**config.mk**
```make
export PLATFORM = sky130hd
export DESIGN_NAME = inverter_trip_detector
export DESIGN_NICKNAME = d
export VERILOG_FILES = /design/src/design/itd_pkg.sv /design/src/design/inverter_trip_detector.sv /design/src/design/itd_cfg_regs.sv /design/src/design/itd_filter.sv
export VERILOG_INCLUDE_DIRS = /design/src /design/src/design
export SDC_FILE = /design/constraint.sdc
export NUM_CORES = 1
export LEC_CHECK = 0
export CAP_MARGIN = 10
export CORE_ASPECT_RATIO = 2
export CORE_MARGIN = 10
export CORE_UTILIZATION = 30
export DETAILED_ROUTE_END_ITERATION = 16
export DONT_BUFFER_PORTS = 1
export PLACE_DENSITY_LB_ADDON = 0.12
export REMOVE_ABC_BUFFERS = 1
export SYNTH_ARGS = -nofsm -noshare
export SYNTH_HDL_FRONTEND = slang
export SYNTH_SLANG_ARGS = --single-unit
```
**constraint.sdc**
```tcl
create_clock -name clk -period 5.8 [get_ports clk]
set_input_delay 0.87 -clock clk [delete_from_list [all_inputs] [get_ports clk]]
set_output_delay 0.87 -clock clk [all_outputs]
set_load 0.005 [all_outputs]
```
**src/design/inverter_trip_detector_macros.svh**
```systemverilog
// ---------------------------------------------------------------------------
// Assertion macros for the inverter trip detector
// Clocked, reset-qualified concurrent assertion shorthands.
// ---------------------------------------------------------------------------
`ifndef INVERTER_TRIP_DETECTOR_MACROS_SVH
`define INVERTER_TRIP_DETECTOR_MACROS_SVH

// Check that an expression holds at every clock edge out of reset
`define ITD_ASSERT_ALWAYS(name, clk, rst_n, expr, msg) \
	name: assert property (@(posedge clk) disable iff (!rst_n) (expr)) \
		else $error(msg);

// Check that a consequent holds whenever the antecedent holds
`define ITD_ASSERT_IMPLY(name, clk, rst_n, ante, cons, msg) \
	name: assert property (@(posedge clk) disable iff (!rst_n) (ante) |-> (cons)) \
		else $error(msg);

// Check that a consequent holds in the cycle after the antecedent
`define ITD_ASSERT_NEXT(name, clk, rst_n, ante, cons, msg) \
	name: assert property (@(posedge clk) disable iff (!rst_n) (ante) |=> (cons)) \
		else $error(msg);

`endif

```
**src/design/itd_pkg.sv**
```systemverilog
`timescale 1ns / 1ps
`default_nettype none
// ---------------------------------------------------------------------------
// Inverter trip detector package
// Shared register layout, trip codes, filter bounds and helper functions.
// ---------------------------------------------------------------------------
package itd_pkg;

	// Field widths
	localparam int unsigned CUR_W   = 13;
	localparam int unsigned VBUS_W  = 14;
	localparam int unsigned TEMP_W  = 12;
	localparam int unsigned EN_W    = 4;
	localparam int unsigned CODE_W  = 3;
	localparam int unsigned ADDR_W  = 3;
	localparam int unsigned CFG_DW  = 14;

	// Input and output stream widths (packed fields, padded to bytes)
	localparam int unsigned IN_BITS  = 2 * CUR_W + VBUS_W + TEMP_W + 1;
	localparam int unsigned IN_TDW   = ((IN_BITS + 7) / 8) * 8;
	localparam int unsigned OUT_TDW  = ((CODE_W + 7) / 8) * 8;

	// Register indexes
	localparam logic [ADDR_W-1:0] REG_CHECK_ENABLES = 3'd0;
	localparam logic [ADDR_W-1:0] REG_CUR_HIGH      = 3'd1;
	localparam logic [ADDR_W-1:0] REG_CUR_LOW       = 3'd2;
	localparam logic [ADDR_W-1:0] REG_OV_LEVEL      = 3'd3;
	localparam logic [ADDR_W-1:0] REG_UV_LEVEL      = 3'd4;
	localparam logic [ADDR_W-1:0] REG_OH_LEVEL      = 3'd5;

	// Enable bit positions
	localparam int unsigned EN_CURRENT  = 0;
	localparam int unsigned EN_OVERVOLT = 1;
	localparam int unsigned EN_UNDERVOLT = 2;
	localparam int unsigned EN_OVERHEAT = 3;

	// Reset values of the registers (bus levels in Q10.4 volts)
	localparam logic [EN_W-1:0]   RST_CHECK_ENABLES = 4'd15;
	localparam logic [CUR_W-1:0]  RST_CUR_HIGH      = 13'd3000;
	localparam logic [CUR_W-1:0]  RST_CUR_LOW       = 13'd1000;
	localparam logic [VBUS_W-1:0] RST_OV_LEVEL      = 14'd5600;
	localparam logic [VBUS_W-1:0] RST_UV_LEVEL      = 14'd2880;
	localparam logic [TEMP_W-1:0] RST_OH_LEVEL      = 12'd1000;

	// Trip codes
	localparam logic [CODE_W-1:0] TRIP_NONE      = 3'd0;
	localparam logic [CODE_W-1:0] TRIP_U_CURRENT = 3'd1;
	localparam logic [CODE_W-1:0] TRIP_V_CURRENT = 3'd2;
	localparam logic [CODE_W-1:0] TRIP_OVERVOLT  = 3'd3;
	localparam logic [CODE_W-1:0] TRIP_UNDERVOLT = 3'd4;
	localparam logic [CODE_W-1:0] TRIP_OVERHEAT  = 3'd5;
	localparam logic [CODE_W-1:0] TRIP_IGBT      = 3'd6;

	// Filter counters: width, trip bound, saturation value
	localparam int unsigned OV_CNT_W      = 3;
	localparam int unsigned UV_CNT_W      = 3;
	localparam int unsigned OH_CNT_W      = 4;
	localparam int unsigned OV_TRIP_BOUND = 5;
	localparam int unsigned UV_TRIP_BOUND = 5;
	localparam int unsigned OH_TRIP_BOUND = 10;
	localparam logic [OV_CNT_W-1:0] OV_SAT = OV_CNT_W'(OV_TRIP_BOUND + 1);
	localparam logic [UV_CNT_W-1:0] UV_SAT = UV_CNT_W'(UV_TRIP_BOUND + 1);
	localparam logic [OH_CNT_W-1:0] OH_SAT = OH_CNT_W'(OH_TRIP_BOUND + 1);

	// Configuration register file contents
	typedef struct packed {
		logic [EN_W-1:0]   check_enables;
		logic [CUR_W-1:0]  current_high_limit;
		logic [CUR_W-1:0]  current_low_limit;
		logic [VBUS_W-1:0] overvolt_level;
		logic [VBUS_W-1:0] undervolt_level;
		logic [TEMP_W-1:0] overheat_level;
	} cfg_t;

	// Magnitude of a signed 13-bit sample; the most negative code gives 4096
	function automatic logic [CUR_W-1:0] magnitude(input logic signed [CUR_W-1:0] v);
		logic [CUR_W-1:0] raw;
		raw = v;
		return raw[CUR_W-1] ? (~raw + CUR_W'(1)) : raw;
	endfunction

	// Window check on a current magnitude
	function automatic logic window_trip(input logic [CUR_W-1:0] mag,
			input logic [CUR_W-1:0] hi, input logic [CUR_W-1:0] lo);
		return (mag > hi) || (mag < lo);
	endfunction

endpackage
`default_nettype wire

```
**src/design/inverter_trip_detector.sv**
```systemverilog
`timescale 1ns / 1ps
`default_nettype none
// ---------------------------------------------------------------------------
// Inverter trip detector
// Per-tick inverter protection: current window, filtered bus voltage and
// heat checks, gate driver fault, reported as one prioritized trip code.
// ---------------------------------------------------------------------------
// Usage:
//   s_axis carries one protection tick per transaction: both phase currents,
//   the bus voltage, the IGBT temperature reading and the gate fault line.
//   m_axis returns exactly one trip code per tick, in tick order.
//   Configuration is written through cfg_wr_en / cfg_addr / cfg_data while
//   no tick is in flight; writes take effect on the next clock edge.
// Path: a tick passes the input register, then the check logic and counter
//   update, into the result register that drives m_axis_tvalid.
// Throughput: one tick per cycle while m_axis_tready is high, set by the
//   single evaluate stage between the input and result registers; the filter
//   counters of the checks a tick reaches step as it enters the result register.
// Reset: arst_n clears the valid flags of both pipeline stages and the filter
//   counters and loads the default enables, current window and levels.
// Stall: with m_axis_tready low the result is held, one more tick may sit in
//   the input register, and s_axis_tready drops once both are occupied.
// ---------------------------------------------------------------------------
`include "inverter_trip_detector_macros.svh"

module inverter_trip_detector (
	input  wire logic                        clk,
	input  wire logic                        arst_n,
	// Input ticks
	input  wire logic                        s_axis_tvalid,
	output logic                             s_axis_tready,
	// [12:0] current_u, [25:13] current_v, [39:26] bus_voltage,
	// [51:40] igbt_temp, [52] gate_fault_n, [55:53] zero
	input  wire logic [itd_pkg::IN_TDW-1:0]  s_axis_tdata,
	// Trip codes
	output logic                             m_axis_tvalid,
	input  wire logic                        m_axis_tready,
	// [2:0] fault_code, [7:3] zero
	output logic [itd_pkg::OUT_TDW-1:0]      m_axis_tdata,
	// Configuration writes
	input  wire logic                        cfg_wr_en,
	input  wire logic [itd_pkg::ADDR_W-1:0]  cfg_addr,
	input  wire logic [itd_pkg::CFG_DW-1:0]  cfg_data
);
	import itd_pkg::*;

	cfg_t cfg;

	// Stage 1: captured tick
	logic                     valid_s1;
	logic signed [CUR_W-1:0]  current_u_s1;
	logic signed [CUR_W-1:0]  current_v_s1;
	logic [VBUS_W-1:0]        bus_voltage_s1;
	logic [TEMP_W-1:0]        igbt_temp_s1;
	logic                     gate_fault_n_s1;

	// Stage 2: result
	logic                     valid_s2;
	logic [CODE_W-1:0]        fault_code_s2;

	logic                     in_fire;
	logic                     advance;
	logic                     en_cur, en_ov, en_uv, en_oh;
	logic                     trip_u, trip_v, trip_ov, trip_uv, trip_oh;
	logic                     reach_ov, reach_uv, reach_oh;
	logic                     flt_ov, flt_uv, flt_oh;
	logic                     cond_ov, cond_uv, cond_oh;
	logic [OV_CNT_W-1:0]      ov_count;
	logic [UV_CNT_W-1:0]      uv_count;
	logic [OH_CNT_W-1:0]      oh_count;
	logic [CODE_W-1:0]        fault_code_next;

	itd_cfg_regs u_cfg (
		.clk    (clk),
		.arst_n (arst_n),
		.wr_en  (cfg_wr_en),
		.addr   (cfg_addr),
		.data   (cfg_data),
		.cfg    (cfg)
	);

	// Handshake: advance when the result slot is free or being drained
	assign advance       = valid_s1 && (!valid_s2 || m_axis_tready);
	assign s_axis_tready = !valid_s1 || advance;
	assign in_fire       = s_axis_tvalid && s_axis_tready;

	// Capture the incoming tick
	always_ff @(posedge clk or negedge arst_n) begin
		if (!arst_n) begin
			valid_s1 <= 1'b0;
		end else if (in_fire) begin
			valid_s1 <= 1'b1;
		end else if (advance) begin
			valid_s1 <= 1'b0;
		end
	end

	always_ff @(posedge clk) begin
		if (in_fire) begin
			current_u_s1    <= s_axis_tdata[CUR_W-1:0];
			current_v_s1    <= s_axis_tdata[2*CUR_W-1:CUR_W];
			bus_voltage_s1  <= s_axis_tdata[2*CUR_W+VBUS_W-1:2*CUR_W];
			igbt_temp_s1    <= s_axis_tdata[2*CUR_W+VBUS_W+TEMP_W-1:2*CUR_W+VBUS_W];
			gate_fault_n_s1 <= s_axis_tdata[2*CUR_W+VBUS_W+TEMP_W];
		end
	end

	// Evaluate the checks in priority order
	assign en_cur  = cfg.check_enables[EN_CURRENT];
	assign en_ov   = cfg.check_enables[EN_OVERVOLT];
	assign en_uv   = cfg.check_enables[EN_UNDERVOLT];
	assign en_oh   = cfg.check_enables[EN_OVERHEAT];

	assign cond_ov = bus_voltage_s1 > cfg.overvolt_level;
	assign cond_uv = bus_voltage_s1 < cfg.undervolt_level;
	assign cond_oh = igbt_temp_s1 < cfg.overheat_level;

	assign trip_u  = en_cur && window_trip(magnitude(current_u_s1),
		cfg.current_high_limit, cfg.current_low_limit);
	assign trip_v  = en_cur && !trip_u && window_trip(magnitude(current_v_s1),
		cfg.current_high_limit, cfg.current_low_limit);

	// A check after a tripping one is skipped and keeps its counter
	assign reach_ov = en_ov && !trip_u && !trip_v;
	assign trip_ov  = reach_ov && flt_ov;
	assign reach_uv = en_uv && !trip_u && !trip_v && !trip_ov;
	assign trip_uv  = reach_uv && flt_uv;
	assign reach_oh = en_oh && !trip_u && !trip_v && !trip_ov && !trip_uv;
	assign trip_oh  = reach_oh && flt_oh;

	itd_filter #(.WIDTH(OV_CNT_W), .BOUND(OV_TRIP_BOUND)) u_ov_filter (
		.clk    (clk),
		.arst_n (arst_n),
		.step   (advance && reach_ov),
		.cond   (cond_ov),
		.trip   (flt_ov),
		.count  (ov_count)
	);

	itd_filter #(.WIDTH(UV_CNT_W), .BOUND(UV_TRIP_BOUND)) u_uv_filter (
		.clk    (clk),
		.arst_n (arst_n),
		.step   (advance && reach_uv),
		.cond   (cond_uv),
		.trip   (flt_uv),
		.count  (uv_count)
	);

	itd_filter #(.WIDTH(OH_CNT_W), .BOUND(OH_TRIP_BOUND)) u_oh_filter (
		.clk    (clk),
		.arst_n (arst_n),
		.step   (advance && reach_oh),
		.cond   (cond_oh),
		.trip   (flt_oh),
		.count  (oh_count)
	);

	// Select the first tripping check
	always_comb begin
		if (trip_u) begin
			fault_code_next = TRIP_U_CURRENT;
		end else if (trip_v) begin
			fault_code_next = TRIP_V_CURRENT;
		end else if (trip_ov) begin
			fault_code_next = TRIP_OVERVOLT;
		end else if (trip_uv) begin
			fault_code_next = TRIP_UNDERVOLT;
		end else if (trip_oh) begin
			fault_code_next = TRIP_OVERHEAT;
		end else if (!gate_fault_n_s1) begin
			fault_code_next = TRIP_IGBT;
		end else begin
			fault_code_next = TRIP_NONE;
		end
	end

	// Result register: load on advance, drop once taken
	always_ff @(posedge clk or negedge arst_n) begin
		if (!arst_n) begin
			valid_s2 <= 1'b0;
		end else if (advance) begin
			valid_s2 <= 1'b1;
		end else if (m_axis_tready) begin
			valid_s2 <= 1'b0;
		end
	end

	always_ff @(posedge clk) begin
		if (advance) begin
			fault_code_s2 <= fault_code_next;
		end
	end

	assign m_axis_tvalid = valid_s2;
	assign m_axis_tdata  = {{(OUT_TDW - CODE_W){1'b0}}, fault_code_s2};

	// Assertions
	`ITD_ASSERT_ALWAYS(a_count_sat, clk, arst_n, (ov_count <= OV_SAT) && (uv_count <= UV_SAT) && (oh_count <= OH_SAT), "filter counter above saturation value")
	`ITD_ASSERT_NEXT(a_ov_trip_sat, clk, arst_n, advance && (fault_code_next == TRIP_OVERVOLT), ov_count == OV_SAT, "overvoltage trip without saturated counter")
	`ITD_ASSERT_IMPLY(a_stall_full, clk, arst_n, !s_axis_tready, valid_s1 && valid_s2 && !m_axis_tready, "input stalled while a stage is free")
	`ITD_ASSERT_IMPLY(a_code_range, clk, arst_n, valid_s2, fault_code_s2 <= TRIP_IGBT, "trip code out of range")

endmodule
`default_nettype wire

```
**src/design/itd_cfg_regs.sv**
```systemverilog
`timescale 1ns / 1ps
`default_nettype none
// ---------------------------------------------------------------------------
// Trip detector configuration registers
// Write-only register file for the check enables, current window and levels.
// ---------------------------------------------------------------------------
module itd_cfg_regs (
	input  wire logic                      clk,
	input  wire logic                      arst_n,
	input  wire logic                      wr_en,
	input  wire logic [itd_pkg::ADDR_W-1:0] addr,
	input  wire logic [itd_pkg::CFG_DW-1:0] data,
	output itd_pkg::cfg_t                  cfg
);
	import itd_pkg::*;

	cfg_t cfg_q;

	// Decode the index and latch the addressed register; ignore unknown indexes
	always_ff @(posedge clk or negedge arst_n) begin
		if (!arst_n) begin
			cfg_q.check_enables      <= RST_CHECK_ENABLES;
			cfg_q.current_high_limit <= RST_CUR_HIGH;
			cfg_q.current_low_limit  <= RST_CUR_LOW;
			cfg_q.overvolt_level     <= RST_OV_LEVEL;
			cfg_q.undervolt_level    <= RST_UV_LEVEL;
			cfg_q.overheat_level     <= RST_OH_LEVEL;
		end else if (wr_en) begin
			unique case (addr)
				REG_CHECK_ENABLES: cfg_q.check_enables      <= data[EN_W-1:0];
				REG_CUR_HIGH:      cfg_q.current_high_limit <= data[CUR_W-1:0];
				REG_CUR_LOW:       cfg_q.current_low_limit  <= data[CUR_W-1:0];
				REG_OV_LEVEL:      cfg_q.overvolt_level     <= data[VBUS_W-1:0];
				REG_UV_LEVEL:      cfg_q.undervolt_level    <= data[VBUS_W-1:0];
				REG_OH_LEVEL:      cfg_q.overheat_level     <= data[TEMP_W-1:0];
				default: begin
				end
			endcase
		end
	end

	assign cfg = cfg_q;

endmodule
`default_nettype wire

```
**src/design/itd_filter.sv**
```systemverilog
`timescale 1ns / 1ps
`default_nettype none
// ---------------------------------------------------------------------------
// Trip detector up/down filter
// Saturating up/down counter that trips once it climbs past its bound.
// ---------------------------------------------------------------------------
module itd_filter #(
	parameter int unsigned WIDTH = itd_pkg::OV_CNT_W,
	parameter int unsigned BOUND = itd_pkg::OV_TRIP_BOUND
) (
	input  wire logic             clk,
	input  wire logic             arst_n,
	input  wire logic             step,   // advance the counter this cycle
	input  wire logic             cond,   // fault condition seen this tick
	output logic                  trip,   // trip if stepped with this cond
	output logic [WIDTH-1:0]      count
);
	import itd_pkg::*;

	logic [WIDTH-1:0] count_q;
	logic [WIDTH-1:0] sum;
	logic [WIDTH-1:0] count_next;

	// Count up on the condition, otherwise decay toward zero
	always_comb begin
		if (cond) begin
			sum = count_q + WIDTH'(1);
		end else if (count_q != '0) begin
			sum = count_q - WIDTH'(1);
		end else begin
			sum = '0;
		end
		trip       = sum > WIDTH'(BOUND);
		count_next = trip ? WIDTH'(BOUND + 1) : sum;
	end

	// Hold the count unless this check is reached in an evaluated tick
	always_ff @(posedge clk or negedge arst_n) begin
		if (!arst_n) begin
			count_q <= '0;
		end else if (step) begin
			count_q <= count_next;
		end
	end

	assign count = count_q;

endmodule
`default_nettype wire
```
* Word-level counts from Yosys, hierarchy flattened
Cells that the tools add are included.
Storage, ports and cells: memory bits (writable) 0, register bits 138, input port bits 78, word-level logic and storage cells 106, memories kept 0, bits in read-only memories 0, bits in latches 0
Operators by class: multiply operators 0, magnitude comparators 10, bitwise gates (word level) 2, $add $sub $neg 8, divide/modulo/power cells 0, eq/ne operators 5, shift operators 0, reduce and logical (&&, ||, !) cells 43, mux-type cells 20
Operators with widths (number):
- two-way mux 3 bit | 9
- adder 13 x 1 -> 13 bit, second input constant | 2
- greater-than comparator 13 bit | 2
- less-than comparator 13 bit | 2
- two-way mux 13 bit | 2
- inverter 13 bit | 2
- logical AND 1 bit | 20
- greater-than comparator 14 bit | 1
- less-than comparator 14 bit | 1
- less-than comparator 12 bit | 1
- two-way mux 4 bit | 3
- AND reduction 2 bit | 6
- adder 3 x 1 -> 3 bit, second input constant | 2
- equality test 3 x 2 -> 1 bit, second input constant | 2
- equality test 3 bit, second input constant | 2
- greater-than comparator 3 bit, second input constant | 2
- logical NOT 1 bit | 6
- nonzero test 3 bit | 2
- subtractor 3 x 1 -> 3 bit, second input constant | 2
- adder 4 x 1 -> 4 bit, second input constant | 1
- greater-than comparator 4 bit, second input constant | 1
- logical OR 1 bit | 4
- two-way mux 1 bit | 4
- two-way mux 2 bit | 2
- 6 further kinds | 7

* Depth between registers and ports, before layout
depth after elaboration 22, depth in mapped cells 17

* Modules after synthesis
From an unflattened synthesis, not the netlist that was laid out.
Unflattened totals: cells, all modules 688, area, all modules 8075.2 µm²
Modules (own cells, without submodules):
- inverter_trip_detector | cells each 440, area each 4495.6 µm², instances 1
- itd_cfg_regs | cells each 152, area each 2681.3 µm², instances 1
- itd_filter at u_ov_filter ... | cells each 28, area each 264.0 µm², instances 2
- itd_filter at u_oh_filter | cells each 40, area each 370.4 µm², instances 1

* Worst setup path after synthesis
No wires, ideal clock.
path kind register to register, start point reg current_u_s1[0], end point reg u_ov_filter.count_q[0] (netlist: u_ov_filter.count[0]), data arrival time 3.627 ns, path buffers 0, period minus slack after synthesis 3.755 ns, required time 5.672 ns, path slack 2.045 ns, setup time 0.128 ns, cell stages (with the launch flop) 15, cells stage by stage edfxtp_1 inv_1 ha_1 nand2_1 or3_1 or3_1 or3_1 nor4b_1 ha_1 and4_1 a311oi_1 a21oi_1 a21oi_2 and3b_1 mux2_1
Between the ends: word-level cells in the longest chain between the ends 12
RTL lines:
- start, declared | line inverter_trip_detector.sv:51 | logic signed [CUR_W-1:0] current_u_s1;
- start signal, assigned | line inverter_trip_detector.sv:100 | current_u_s1 <= s_axis_tdata[CUR_W-1:0];
- inverter 13 bit | line itd_pkg.sv:79 | return raw[CUR_W-1] ? (~raw + CUR_W'(1)) : raw;
- adder 13 x 1 -> 13 bit | line itd_pkg.sv:79
- two-way mux 13 bit (*) | line itd_pkg.sv:79
- greater-than comparator 13 bit or less-than comparator 13 bit (tied branches) | line itd_pkg.sv:85 | return (mag > hi) || (mag < lo);
- logical OR 1 bit (*) | line itd_pkg.sv:85
- logical AND 1 bit (*) | line inverter_trip_detector.sv:118 | assign trip_u = en_cur && window_trip(magnitude(current_u_s1),
- logical NOT 1 bit (*) | line inverter_trip_detector.sv:120, inverter_trip_detector.sv:124
- logical AND 1 bit (2 in series) | line inverter_trip_detector.sv:120 | assign trip_v = en_cur && !trip_u && window_trip(magnitude(current_v_s1),
- logical NOT 1 bit | line inverter_trip_detector.sv:124 | assign reach_ov = en_ov && !trip_u && !trip_v;
- logical AND 1 bit (*) | line inverter_trip_detector.sv:124
- logical AND 1 bit (*) | line inverter_trip_detector.sv:134 | .step (advance && reach_ov),
- end signal, assigned | line itd_filter.sv:42 | count_q <= count_next;
- end, declared | line itd_filter.sv:20 | logic [WIDTH-1:0] count_q;
Every way passes the cells marked *; elsewhere a longest branch is shown, timed or not. A chain may end at the register's enable or synchronous reset.

* Worst setup path in the final report
start point reg current_u_s1[0], end point reg u_oh_filter.count_q[3] (netlist: u_oh_filter.count[3])
Between the ends: word-level cells in the longest chain between the ends 18
RTL lines:
- inverter 13 bit | line itd_pkg.sv:79
- adder 13 x 1 -> 13 bit | line itd_pkg.sv:79
- two-way mux 13 bit (*) | line itd_pkg.sv:79
- greater-than comparator 13 bit or less-than comparator 13 bit (tied branches) | line itd_pkg.sv:85
- logical OR 1 bit (*) | line itd_pkg.sv:85
- logical AND 1 bit (*) | line inverter_trip_detector.sv:118
- logical NOT 1 bit (*)
- logical AND 1 bit (2 in series) | line inverter_trip_detector.sv:120
- logical NOT 1 bit | line inverter_trip_detector.sv:124, inverter_trip_detector.sv:126, inverter_trip_detector.sv:128
- logical AND 1 bit | line inverter_trip_detector.sv:124
- logical AND 1 bit | line inverter_trip_detector.sv:125 | assign trip_ov = reach_ov && flt_ov;
- logical NOT 1 bit | line inverter_trip_detector.sv:126, inverter_trip_detector.sv:128
- logical AND 1 bit | line inverter_trip_detector.sv:126 | assign reach_uv = en_uv && !trip_u && !trip_v && !trip_ov;
- logical AND 1 bit | line inverter_trip_detector.sv:127 | assign trip_uv = reach_uv && flt_uv;
- logical NOT 1 bit | line inverter_trip_detector.sv:128 | assign reach_oh = en_oh && !trip_u && !trip_v && !trip_ov && !trip_uv;
- logical AND 1 bit (*) | line inverter_trip_detector.sv:128
- logical AND 1 bit (*) | line inverter_trip_detector.sv:152 | .step (advance && reach_oh),
- end signal, assigned | line itd_filter.sv:42
- end, declared | line itd_filter.sv:20
Marks and branches as above.

==> summary.txt <==
Global routing
  – Grt total ovfl: 0
  – Grt met3 use: 3.629%
  – Met2 Track Usage GR: 23.85%
  – Initial antenna violation count: 0
  – GR peak layer: met2
  – Total track usage: 12.41%
  – Largest net degree at the start of global routing: 83
  – Met1 usage: 11.52%
  – Vias in the first global route: 5682
  – First-pass GRT wire length: 31290 um

Floorplan
  – Core area: 26280 um2
  – Initial Utilization: 30.30%
  – Rows: 84
  – Die width: 135.2 um
  – DIE AREA: 33840 um2
  – Die H: 250.4 um
  – # IOs: 88

Clocking
  – # resized after CTS: 0
  – Worst-path clk slew: 60 ps
  – H-tree Lvls: 4
  – CTS root buffer: clkbuf_16
  – # hold bufs at CTS: 0
  – Clock Latency Late Sink: 440 ps
  – CTS Sinks: 138
  – Setup bufs post-CTS: 0
  – TritonCTS buffer count: 17
  – CTS tree: done
  – CTS Buffer Depth: 2

STA
  – Fmax: 208.6 MHz
  – Final setup fails: 0
  – Final Hold Viols: 0
  – Rel. slew slack: 44.47%
  – Slew @ Worst Pin: 830.6 ps
  – Setup Total Neg Slack: 0 ps
  – Fin. max-slew vios: 0
  – Clock Skews: 7.643 ps
  – Final hold slack: 121.3 ps
  – Tmin final: 4794 ps
  – RSZ-0062 raised after global routing: no
  – Final period util: 82.65%

Worst setup path
  – CP Capture Type: flip-flop
  – Startpoint Class: flip-flop
  – FF-to-FF End: u_oh_filter.count[3]$_DFFE_PN0P_
  – WP data required: 6120 ps
  – FF-to-FF setup slack: 1010 ps
  – CP arrival: 5120 ps
  – Worst R2R Start: current_u_s1[0]$_DFFE_PP_
  – Crit Path Category: reg -> reg
  – Depth of the most critical reg-to-reg path: 15
  – Crit-path max FO: 6

Finish
  – Area of the multi-input gates: 3807 um2
  – Diode count: 0
  – Layout Nets: 929
  – Fillers: 2658
  – Synthesis-to-finish area growth: 12.64%
  – Register area: 3775 um2
  – Fin area: 8966 um2
  – Layout cells sized above 1: 15.73%

Placed design
  – Port-buffer cells: 0
  – Detail Placement HPWL: 15960 um
  – Placed inst area: 8354 um2
  – RD Place Congestion: 0.8093

Synth
  – Avg Inst Size Synth: 10.74 um2
  – Cells after synthesis: 741
  – Async set or reset register ratio after synthesis: 59.42%
  – Register area share after synthesis: 47.42%
  – Post-synth EDFFs: 56
  – Ys Warns: 0
  – Yosys reg bits: 138
  – Cell area after synthesis: 7960 um2
  – Ys flop type: edfxtp_1
  – Unique cell type count in the Yosys netlist: 59

Detailed routing
  – Wirelength per Cell: 18.51 um
  – Initial DRC count: 263
  – Total Wirelength: 20490 um
  – Vias: 5369
  – Vias per std cell: 4.850
  – Drt first pass iters: 4
  – Antenna Nets Post-Route: 0
  – # DRC: 0

Power
  – Maximum VDD drop: 0.0002028 V
  – Pwr/cell area: 385.0 nW/um2
  – Pleak: 3.792 nW

Flow run
  – Max-cap violation count: 0

Worst hold path
  – Tightest Hold Check Type: in -> async

Run status
  – Outcome: finished clean
Yosys cell counts (2+ instances only):
cell | n | share of area (%)
nand4_1 | 10 | 0.79
nand2_1 | 85 | 4.0
dfrtp_1 | 49 | 15
o21ai_0 | 58 | 3.6
nor2_1 | 20 | 0.94
and4_1 | 4 | 0.44
ha_1 | 101 | 16
mux2i_1 | 5 | 0.63
a21o_1 | 7 | 0.66
nor4b_1 | 2 | 0.22
xor2_1 | 2 | 0.22
a2111oi_0 | 3 | 0.33
a2bb2oi_1 | 2 | 0.22
buf_4 | 5 | 0.47
edfxtp_1 | 56 | 21
nor3b_1 | 2 | 0.19
nand3_1 | 20 | 1.3
nand2b_1 | 10 | 0.79
nor2b_1 | 5 | 0.39
a311oi_1 | 7 | 0.77
clkbuf_1 | 11 | 0.52
or3_1 | 10 | 0.79
xnor2_1 | 21 | 2.3
a31oi_1 | 2 | 0.16
o31ai_1 | 7 | 0.66
nor3_1 | 6 | 0.38
nor3_2 | 2 | 0.25
dfstp_2 | 33 | 11
inv_1 | 83 | 3.9
a21boi_0 | 3 | 0.28
a21oi_1 | 42 | 2.6
a211oi_1 | 3 | 0.28
mux2_2 | 39 | 5.5
metrics by stage:
stage	instances	utilization [%]	total power, mW	setup WS, ps
after floorplan	727	-	2.077	2045
after global placement	1075	31.80	2.275	1082
after detailed placement	1075	31.80	2.342	981.9
after CTS	1107	34.12	3.501	963.2
after global routing	1107	34.12	3.697	734.2
final	1107	34.12	3.452	1006
cell families after synthesis:
group	share of synthesized area, %
AOI/OAI and AO/OA	10.86
xor gates and xnor gates	2.531
adders and majority gates	15.88
buffers and inverters	5.014
DFF	47.42
muxes	6.460
other	0.04711
and+or+nand+nor	11.79
worst max-delay path, stage by stage (launching register included):
cell and delay, ps:
edfxtp_1 430, inv_1 120, ha_1 160, nand2_1 70, or3_1 380, or3_1 370
or3_1 360, nor4b_1 530, ha_1 240, nand4_1 170, nor4_1 430, a21oi_1 100
a21oi_1 350, a21oi_2 200, nor4_4 380, mux2_2 380
where the power goes:
group / switching [mW] / total, mW / internal, mW
Combinational: 0.553 / 0.971 / 0.418
Clock: 0.426 / 1.13 / 0.706
Sequential: 0.116 / 1.35 / 1.23
area by class of cell:
cell class | count | share of cell area, %
clock buffers | 20 | 5.205
inverters | 83 | 3.475
clock inverters | 12 | 1.619
repair buffers | 4 | 0.3349
flip-flops and latches | 138 | 42.10
multi-input cells | 506 | 42.46
well taps | 344 | 4.800
cells in the final DEF, fill, tap and decap left out, types with 4 or more instances in the layout:
cell type,instances
a21oi_1,42
or3_1,10
xnor2_1,21
edfxtp_1,56
dfstp_2,33
inv_1,83
o21ai_0,58
a21o_1,7
mux2i_1,5
and4_1,4
nor3_1,5
nand3_1,20
nor2_1,20
dfrtp_1,49
conb_1,5
a311oi_1,7
nor2b_1,5
clkinv_2,4
clkbuf_16,17
nand4_1,10
nand2_1,85
mux2_2,39
nand2b_1,10
o31ai_1,7
buf_4,4
ha_1,101
how the worst max path moves through the flow:
stage | cells after the start | endpoint | slack, ps | startpoint
after floorplan | 14 | u_ov_filter.count[0]$_DFFE_PN0P_ | 2050 | current_u_s1[0]$_DFFE_PP_
after global placement | 15 | u_oh_filter.count[3]$_DFFE_PN0P_ | 1080 | current_u_s1[0]$_DFFE_PP_
after detailed placement | 15 | u_oh_filter.count[3]$_DFFE_PN0P_ | 980 | current_u_s1[0]$_DFFE_PP_
after CTS | 15 | u_oh_filter.count[3]$_DFFE_PN0P_ | 960 | current_u_s1[0]$_DFFE_PP_
after global routing | 15 | u_oh_filter.count[3]$_DFFE_PN0P_ | 730 | current_u_s1[0]$_DFFE_PP_
final | 15 | u_oh_filter.count[3]$_DFFE_PN0P_ | 1010 | current_u_s1[0]$_DFFE_PP_
state kept, by name (all words and copies together), names as in the netlist:
signal             count
bus_voltage_s1        14
current_u_s1          13
current_v_s1          13
fault_code_s2          3
gate_fault_n_s1        1
igbt_temp_s1          12
m_axis_tvalid          1
u_cfg.cfg             70
u_oh_filter.count      4
u_ov_filter.count      3
u_uv_filter.count      3
valid_s1               1
metal layers:
layer,vias up,wire length (um)
met4,0,507
met2,107,11760
li1,2631,-
met1,2600,7315
met5,-,0
met3,31,905
No activity file was read; power rests on OpenSTA's default activity.
